<file path="src/hw/rtl/bdlp_pkg.sv">
// shared types and constants for the button debounce and long-press block
package bdlp_pkg;

  // widths of the fixed fields
  localparam int unsigned TICK_W      = 16;
  localparam int unsigned PIN_W       = 8;
  localparam int unsigned MASK_W      = 3;
  localparam int unsigned MAX_BUTTONS = 4;
  localparam int unsigned PIN_BASE    = 4;
  localparam int unsigned OUT_W       = 8;
  localparam int unsigned CFG_AW      = 3;
  localparam int unsigned CFG_DW      = 32;

  // register reset values
  localparam logic [TICK_W-1:0] SETTLE_RESET = 16'd50;
  localparam logic [TICK_W-1:0] LONG_RESET   = 16'd1000;

  // register indexes (byte address bit 2)
  localparam logic REG_SETTLE = 1'b0;
  localparam logic REG_LONG   = 1'b1;

  // item kinds carried on tuser
  localparam logic ACT_SCAN = 1'b0;
  localparam logic ACT_TICK = 1'b1;

  // per-button phase
  typedef enum logic [1:0] {
    PH_IDLE   = 2'd0,
    PH_SETTLE = 2'd1,
    PH_DOWN   = 2'd2,
    PH_HELD   = 2'd3
  } bdlp_phase_t;

  // control shared by all lanes
  typedef struct packed {
    logic              fire;
    logic              tick;
    logic [TICK_W-1:0] settle_ticks;
    logic [TICK_W-1:0] long_ticks;
  } bdlp_ctrl_t;

endpackage

</file>
<file path="src/hw/rtl/button_debounce_long_press.sv">
// top level: config registers, one lane per button and the result merge
//
// Debounces BUTTONS active-low buttons (pin_byte bits 4 and up) and qualifies
// long presses. Every item, scan or tick, yields one result with the down and
// long masks as they stand after that item. The block takes one item per clock
// cycle while in_tready is high: each button has its own lane with a shallow
// phase machine and a 16-bit countdown, all lanes update in the cycle the item
// is accepted, and the result is registered onto out_tdata. A two-entry output
// buffer lets the block keep accepting while a result waits; in_tready drops
// only when both entries are full. Registers: settle_ticks at byte address 0,
// long_press_ticks at byte address 4, both 16 bits in a 32-bit word.
module button_debounce_long_press #(
  parameter int unsigned BUTTONS = 3
) (
  input  logic                          clk,
  input  logic                          rst_n,
  // input items
  input  logic                          in_tvalid,
  output logic                          in_tready,
  input  logic [bdlp_pkg::PIN_W-1:0]    in_tdata,   // [7:0] pin_byte
  input  logic                          in_tuser,   // [0] action
  // result items
  output logic                          out_tvalid,
  input  logic                          out_tready,
  output logic [bdlp_pkg::OUT_W-1:0]    out_tdata,  // [2:0] down_mask, [5:3] long_mask
  // configuration
  input  logic                          cfg_psel,
  input  logic                          cfg_penable,
  input  logic                          cfg_pwrite,
  input  logic [bdlp_pkg::CFG_AW-1:0]   cfg_paddr,
  input  logic [bdlp_pkg::CFG_DW-1:0]   cfg_pwdata,
  output logic [bdlp_pkg::CFG_DW-1:0]   cfg_prdata,
  output logic                          cfg_pready
);

  logic [bdlp_pkg::TICK_W-1:0] settle_r, settle_nxt;
  logic [bdlp_pkg::TICK_W-1:0] long_r, long_nxt;
  logic                        cfg_wr;
  logic                        in_fire;
  bdlp_pkg::bdlp_ctrl_t        ctrl;
  logic [BUTTONS-1:0]          down_flags, long_flags;

  // config port
  assign cfg_pready = 1'b1;
  assign cfg_wr     = cfg_psel && cfg_penable && cfg_pwrite && cfg_pready;

  always_comb begin
    settle_nxt = settle_r;
    long_nxt   = long_r;
    if (cfg_wr) begin
      case (cfg_paddr[2])
        bdlp_pkg::REG_SETTLE: settle_nxt = cfg_pwdata[bdlp_pkg::TICK_W-1:0];
        bdlp_pkg::REG_LONG:   long_nxt   = cfg_pwdata[bdlp_pkg::TICK_W-1:0];
        default: ;
      endcase
    end
  end

  always_ff @(posedge clk) begin
    if (!rst_n) begin
      settle_r <= bdlp_pkg::SETTLE_RESET;
      long_r   <= bdlp_pkg::LONG_RESET;
    end else begin
      settle_r <= settle_nxt;
      long_r   <= long_nxt;
    end
  end

  // read back
  always_comb begin
    case (cfg_paddr[2])
      bdlp_pkg::REG_SETTLE: cfg_prdata = bdlp_pkg::CFG_DW'(settle_r);
      bdlp_pkg::REG_LONG:   cfg_prdata = bdlp_pkg::CFG_DW'(long_r);
      default:              cfg_prdata = '0;
    endcase
  end

  // lane control
  assign in_fire           = in_tvalid && in_tready;
  assign ctrl.fire         = in_fire;
  assign ctrl.tick         = (in_tuser == bdlp_pkg::ACT_TICK);
  assign ctrl.settle_ticks = settle_r;
  assign ctrl.long_ticks   = long_r;

  // one lane per button
  for (genvar n = 0; n < BUTTONS; n++) begin : g_lane
    bdlp_lane u_lane (
      .clk      (clk),
      .rst_n    (rst_n),
      .ctrl     (ctrl),
      .pressed  (!in_tdata[bdlp_pkg::PIN_BASE + n]),
      .down_nxt (down_flags[n]),
      .long_nxt (long_flags[n])
    );
  end

  // mask merge and output buffer
  bdlp_merge #(
    .BUTTONS (BUTTONS)
  ) u_merge (
    .clk        (clk),
    .rst_n      (rst_n),
    .fire       (in_fire),
    .down_flags (down_flags),
    .long_flags (long_flags),
    .accept_ok  (in_tready),
    .out_tvalid (out_tvalid),
    .out_tready (out_tready),
    .out_tdata  (out_tdata)
  );

  // a long press is only ever reported on a button that is also down
  a_long_implies_down: assert property (@(posedge clk) disable iff (!rst_n)
    out_tvalid |-> ((out_tdata[5:3] & ~out_tdata[2:0]) == 3'b000))
    else $error("long_mask bit set without down_mask bit");

  // backpressure only while results are pending
  a_stall_needs_pending: assert property (@(posedge clk) disable iff (!rst_n)
    !in_tready |-> out_tvalid)
    else $error("input stalled with no result pending");

  // a settle_ticks write lands in the register
  a_cfg_settle_write: assert property (@(posedge clk) disable iff (!rst_n)
    (cfg_wr && (cfg_paddr[2] == bdlp_pkg::REG_SETTLE))
      |=> (settle_r == $past(cfg_pwdata[bdlp_pkg::TICK_W-1:0])))
    else $error("settle_ticks write lost");

endmodule

</file>
<file path="src/hw/rtl/bdlp_lane.sv">
// one button lane: phase machine, countdown timer and down/long flags
module bdlp_lane (
  input  logic                clk,
  input  logic                rst_n,
  input  bdlp_pkg::bdlp_ctrl_t ctrl,
  input  logic                pressed,
  output logic                down_nxt,
  output logic                long_nxt
);

  bdlp_pkg::bdlp_phase_t           phase_r, phase_nxt;
  logic [bdlp_pkg::TICK_W-1:0]     timer_r, timer_nxt;
  logic                            down_r, long_r;
  logic                            timer_zero;

  assign timer_zero = (timer_r == '0);

  // state, timer and flag registers
  always_ff @(posedge clk) begin
    if (!rst_n) begin
      phase_r <= bdlp_pkg::PH_IDLE;
      timer_r <= '0;
      down_r  <= 1'b0;
      long_r  <= 1'b0;
    end else if (ctrl.fire) begin
      phase_r <= phase_nxt;
      timer_r <= timer_nxt;
      down_r  <= down_nxt;
      long_r  <= long_nxt;
    end
  end

  // next phase, timer and flags for the current item
  always_comb begin
    phase_nxt = phase_r;
    timer_nxt = timer_r;
    down_nxt  = down_r;
    long_nxt  = long_r;
    if (ctrl.tick) begin
      // count down, stop at zero
      if (!timer_zero) begin
        timer_nxt = timer_r - 16'd1;
      end
    end else begin
      case (phase_r)
        bdlp_pkg::PH_IDLE: begin
          // lockout while the idle timer runs
          if (timer_zero) begin
            if (pressed) begin
              timer_nxt = ctrl.settle_ticks;
              phase_nxt = bdlp_pkg::PH_SETTLE;
            end else begin
              down_nxt = 1'b0;
              long_nxt = 1'b0;
            end
          end
        end
        bdlp_pkg::PH_SETTLE: begin
          if (!pressed) begin
            phase_nxt = bdlp_pkg::PH_IDLE;
            down_nxt  = 1'b0;
            long_nxt  = 1'b0;
          end else if (timer_zero) begin
            timer_nxt = ctrl.long_ticks;
            phase_nxt = bdlp_pkg::PH_DOWN;
            down_nxt  = 1'b1;
          end
        end
        bdlp_pkg::PH_DOWN: begin
          if (!pressed) begin
            phase_nxt = bdlp_pkg::PH_IDLE;
            down_nxt  = 1'b0;
            long_nxt  = 1'b0;
          end else if (timer_zero) begin
            phase_nxt = bdlp_pkg::PH_HELD;
            long_nxt  = 1'b1;
          end
        end
        default: begin
          if (!pressed) begin
            phase_nxt = bdlp_pkg::PH_IDLE;
            down_nxt  = 1'b0;
            long_nxt  = 1'b0;
          end
        end
      endcase
    end
  end

endmodule

</file>
<file path="src/hw/rtl/bdlp_merge.sv">
// merges lane flags into result masks and buffers items in a two-entry skid
module bdlp_merge #(
  parameter int unsigned BUTTONS = 3
) (
  input  logic                         clk,
  input  logic                         rst_n,
  input  logic                         fire,
  input  logic [BUTTONS-1:0]           down_flags,
  input  logic [BUTTONS-1:0]           long_flags,
  output logic                         accept_ok,
  output logic                         out_tvalid,
  input  logic                         out_tready,
  output logic [bdlp_pkg::OUT_W-1:0]   out_tdata
);

  logic [bdlp_pkg::MAX_BUTTONS-1:0] down_pad, long_pad;
  logic [bdlp_pkg::OUT_W-1:0]       item_data;
  logic                             main_v_r, main_v_nxt;
  logic                             skid_v_r, skid_v_nxt;
  logic [bdlp_pkg::OUT_W-1:0]       main_d_r, main_d_nxt;
  logic [bdlp_pkg::OUT_W-1:0]       skid_d_r, skid_d_nxt;

  // pack the masks: down_mask low, long_mask above, zero fill
  assign down_pad  = bdlp_pkg::MAX_BUTTONS'(down_flags);
  assign long_pad  = bdlp_pkg::MAX_BUTTONS'(long_flags);
  assign item_data = bdlp_pkg::OUT_W'({long_pad[bdlp_pkg::MASK_W-1:0],
                                       down_pad[bdlp_pkg::MASK_W-1:0]});

  assign accept_ok  = !skid_v_r;
  assign out_tvalid = main_v_r;
  assign out_tdata  = main_d_r;

  // buffer control
  always_comb begin
    main_v_nxt = main_v_r;
    main_d_nxt = main_d_r;
    skid_v_nxt = skid_v_r;
    skid_d_nxt = skid_d_r;
    if (!main_v_r || out_tready) begin
      if (skid_v_r) begin
        main_v_nxt = 1'b1;
        main_d_nxt = skid_d_r;
        skid_v_nxt = 1'b0;
      end else begin
        main_v_nxt = fire;
        main_d_nxt = item_data;
      end
    end else if (fire) begin
      skid_v_nxt = 1'b1;
      skid_d_nxt = item_data;
    end
  end

  always_ff @(posedge clk) begin
    if (!rst_n) begin
      main_v_r <= 1'b0;
      skid_v_r <= 1'b0;
    end else begin
      main_v_r <= main_v_nxt;
      skid_v_r <= skid_v_nxt;
    end
  end

  always_ff @(posedge clk) begin
    main_d_r <= main_d_nxt;
    skid_d_r <= skid_d_nxt;
  end

endmodule
</file>
<file path="config.mk">
export PLATFORM = sky130hd
export DESIGN_NAME = button_debounce_long_press
export DESIGN_NICKNAME = d
export VERILOG_FILES = /design/src/hw/rtl/bdlp_pkg.sv /design/src/hw/rtl/button_debounce_long_press.sv /design/src/hw/rtl/bdlp_lane.sv /design/src/hw/rtl/bdlp_merge.sv
export SDC_FILE = /design/constraint.sdc
export NUM_CORES = 1
export LEC_CHECK = 0
export BUFFER_PORTS_ARGS = -buffer_cell sky130_fd_sc_hd__clkbuf_2
export CELL_PAD_IN_SITES_DETAIL_PLACEMENT = 1
export CELL_PAD_IN_SITES_GLOBAL_PLACEMENT = 1
export CORE_MARGIN = 3
export CORE_UTILIZATION = 30
export CTS_CLUSTER_SIZE = 16
export DETAILED_ROUTE_END_ITERATION = 7
export GPL_ROUTABILITY_DRIVEN = 0
export PLACE_DENSITY_LB_ADDON = 0.1
export REMOVE_ABC_BUFFERS = 1
export SLEW_MARGIN = 10
export SYNTH_ARGS = -nofsm -noshare
export SYNTH_HDL_FRONTEND = slang
export SYNTH_SLANG_ARGS = --single-unit
</file>
<file path="constraint.sdc">
create_clock -name clk -period 8.7 [get_ports clk]
set_clock_uncertainty 0.15 [all_clocks]
set_input_delay 0.435 -clock clk [delete_from_list [all_inputs] [get_ports clk]]
set_output_delay 0.435 -clock clk [all_outputs]
set_load 0.02 [all_outputs]
</file>
==> impl_results.md <==
* Status: finished clean
* Distinct cells, synth at 63
* Vias in the first global route at 6791
* Worst hold path type: in2reg
* Num rows at 54
* Most common cell after layout, fill and taps aside: nand2_1
* Commonest cells after routing, fill and taps aside: 144 x nand2_1, 94 x dfxtp_1, 69 x a21oi_1, 64 x nor2_1, 50 x clkbuf_2
* Leakage power at 2.72 nW
* Sw frac at 48.9%
* Mux contribution to synthesized area at 9.54%
* CP Max Fanout at 18
* CTS Buffer Depth at 2
* Fmax at 0.227 GHz
* Total number of vias at 6483
* Seq. cell area at 0.00224 mm^2
* Ys async rst share at 0%
* R2R setup slack at 4.30 ns
* Root Buffer Master: clkbuf_16
* Final antenna diode count at 0
* First-pass GRT wire length at 36.7 mm
* XOR/XNOR Fraction of Synth Area at 0.261%
* Num Clock Sinks at 106
* Wire per inst at 20.2 um
* Fin. Hold Viols at 0
* Largest net degree at the start of global routing at 75
* Share of cells above drive strength 1 at 13.7%
* DIE AREA at 0.0242 mm^2
* Leading register cell type out of synthesis: dfxtp_1
* DPL Wire Length at 15.8 mm
* Clk_lat worst skew at 0.36 ns
* Max-cap violations at 0
* Final #Nets at 933
* Initial Util at 30.6%
* Area of the multi-input gates at 0.00403 mm^2
* Initial antenna violation count at 0
* Final wirelength at 23.2 mm
* Synth Register Bits at 106
* Flop pwr share at 25.6%
* Dominant combinational cell family by area after synthesis: compound AO/OA/AOI/OAI gates
* Cell Pwr Density at 370 mW/mm^2
* Power share of the combinational group at 59.4%
* IO Port Bufs at 51
* Adder-cell area share of the yosys netlist at 2.80%
* EDFF count, synth at 12
* Layout area overhead at 9.80%
* GRT Util Overall at 19.0%
* CTS buffer count at 9
* Slew Limit Fails at 0
* Core Util, Final at 33.6%
* Unrepaired setup endpoints after global routing: no
* Mapped Cells at 857
* CP Data Arrival Time at 4.50 ns
* Post-synthesis sequential area ratio at 33.4%
* Layout fillers at 2675
* Ys Warns at 0
* Mean area per synthesized cell at 7.82 um^2
* Via density at 5.64
* Area of the mapped netlist at 0.00671 mm^2
* Die X at 156 um
* IO Count at 94
* Tightest Pin Transition at 1.04 ns
* Die Y at 156 um
* Synth Area in Compound Gates at 24.7%
* Grt ovf at 0
* TNS Setup at 0 ns
* Cts hold-fix bufs at 0
* Clock power share at 15.0%
* DR DRC count at 0
* Post-route ant nets at 0
* Startpoint class of the critical path: flop
* Pre-antenna DRT Iters at 4
* Net Switching at 1.33 mW
* Drt initial violations at 363
* Slew margin rel. at 30.0%
* H-tree Lvls at 3
* Simple-Gate Fraction of Synth Area at 21.8%
* Part of the cycle the worst path needs at 50.6%
* CP endpoint kind: flop
* Clk slew on worst S/H paths at 0.08 ns
* Pint at 1.39 mW
* CTS tree: built
* Setup Crit Path Kind: reg2reg
* Setup Buffers After CTS at 0
* Max rail drop VDD at 0.103 mV
* Tmin final at 4.40 ns
* Core Box Area at 0.0219 mm^2
* Worst EP required at 8.81 ns
* PostCTS Resize Cnt at 0
* Setup violators final at 0
critical path, cell delays in order, from the launching register on:
cell and delay (ns):
dfxtp_1 0.36, inv_1 0.07, ha_1 0.20, or3b_2 0.51
nor4_1 0.89, nand3_1 0.86, and2_0 0.77, o41ai_1 0.46
sequential cells by signal, indices dropped and copies added (netlist names):
register               cells
g_lane.u_lane.phase_r      6
g_lane.u_lane.long_r       3
long_r                    16
u_merge.skid_v_r           1
u_merge.out_tdata          6
g_lane.u_lane.down_r       3
settle_r                  16
u_merge.out_tvalid         1
g_lane.u_lane.timer_r     48
u_merge.skid_d_r           6
stage by stage:
stage	hold slack, ns	total power [mW]	setup WS, ns	area, um^2	cells
after floorplan	0.280	1.82	5.59	6350	789
after global placement	0.298	2.25	4.50	7080	1136
after detailed placement	0.303	2.31	4.39	7080	1136
after CTS	0.148	2.73	4.34	7360	1150
after global routing	0.163	2.96	3.92	7360	1150
final	0.155	2.72	4.30	7360	1150
power groups by stage:
stage	logic (mW)	clock network (mW)	registers, mW
floorplan	1.14	0	0.681
global placement	1.55	0	0.702
detailed placement	1.60	0	0.708
CTS	1.61	0.423	0.697
global route	1.80	0.442	0.714
finish	1.62	0.409	0.697
final timing paths:
kind,startpoint,to,cells after the start
setup / recovery,g_lane[0].u_lane.timer_r[0],g_lane[0].u_lane.timer_r[9],7
hold / removal,cfg_pwdata[3],long_r[3],3
setup reg to reg,g_lane[0].u_lane.timer_r[0],g_lane[0].u_lane.timer_r[9],7
hold reg to reg,g_lane[1].u_lane.long_r,g_lane[1].u_lane.long_r,2
cells in the mapped netlist, drive strengths merged (8+ instances only):
| cell type | n | area [um^2] |
|---|---|---|
| ha | 15 | 188 |
| nand2 | 144 | 541 |
| mux2 | 23 | 259 |
| buf | 36 | 230 |
| o22ai | 25 | 156 |
| nand2b | 8 | 50.1 |
| o211ai | 8 | 60.1 |
| mux2i | 38 | 380 |
| nor3 | 25 | 125 |
| nor4 | 10 | 62.6 |
| o32ai | 17 | 179 |
| nor2b | 8 | 50.1 |
| o21a | 10 | 75.1 |
| o21ai | 28 | 140 |
| dfxtp | 94 | 1880 |
| inv | 22 | 82.6 |
| a21oi | 69 | 345 |
| nor2 | 64 | 240 |
| clkbuf | 49 | 184 |
| edfxtp | 12 | 360 |
| nand3 | 27 | 135 |
| a22oi | 16 | 120 |
| a31oi | 15 | 93.8 |
final cells by class:
| class | instances | area share [%] |
|---|---|---|
| clock buffers | 12 | 3.62 |
| clock inverters | 2 | 0.170 |
| inverters | 22 | 1.12 |
| multi-input cells | 661 | 54.7 |
| flip-flops and latches | 106 | 30.5 |
| well taps | 280 | 4.76 |
| repair buffers | 67 | 5.13 |
cell families after synthesis:
logic type                 after synthesis
xor gates and xnor gates                 2
other                                    2
muxes                                   61
adders and majority gates               15
buffers and inverters                  107
AOI/OAI and AO/OA                      242
DFF                                    106
and+or+nand+nor                        322
per-layer routing:
metal  GRT usage [%]  wire length (um)  up-vias  part of all wire, %
met5               0                 0        -                    0
met4            6.38               539        0                  2.3
met3            2.92               857       31                  3.7
met2            33.1             11500      135                   50
met1            24.0             10300     3198                   44
li1                -                 -     3119                    -
No activity file was read; power rests on OpenSTA's default activity.
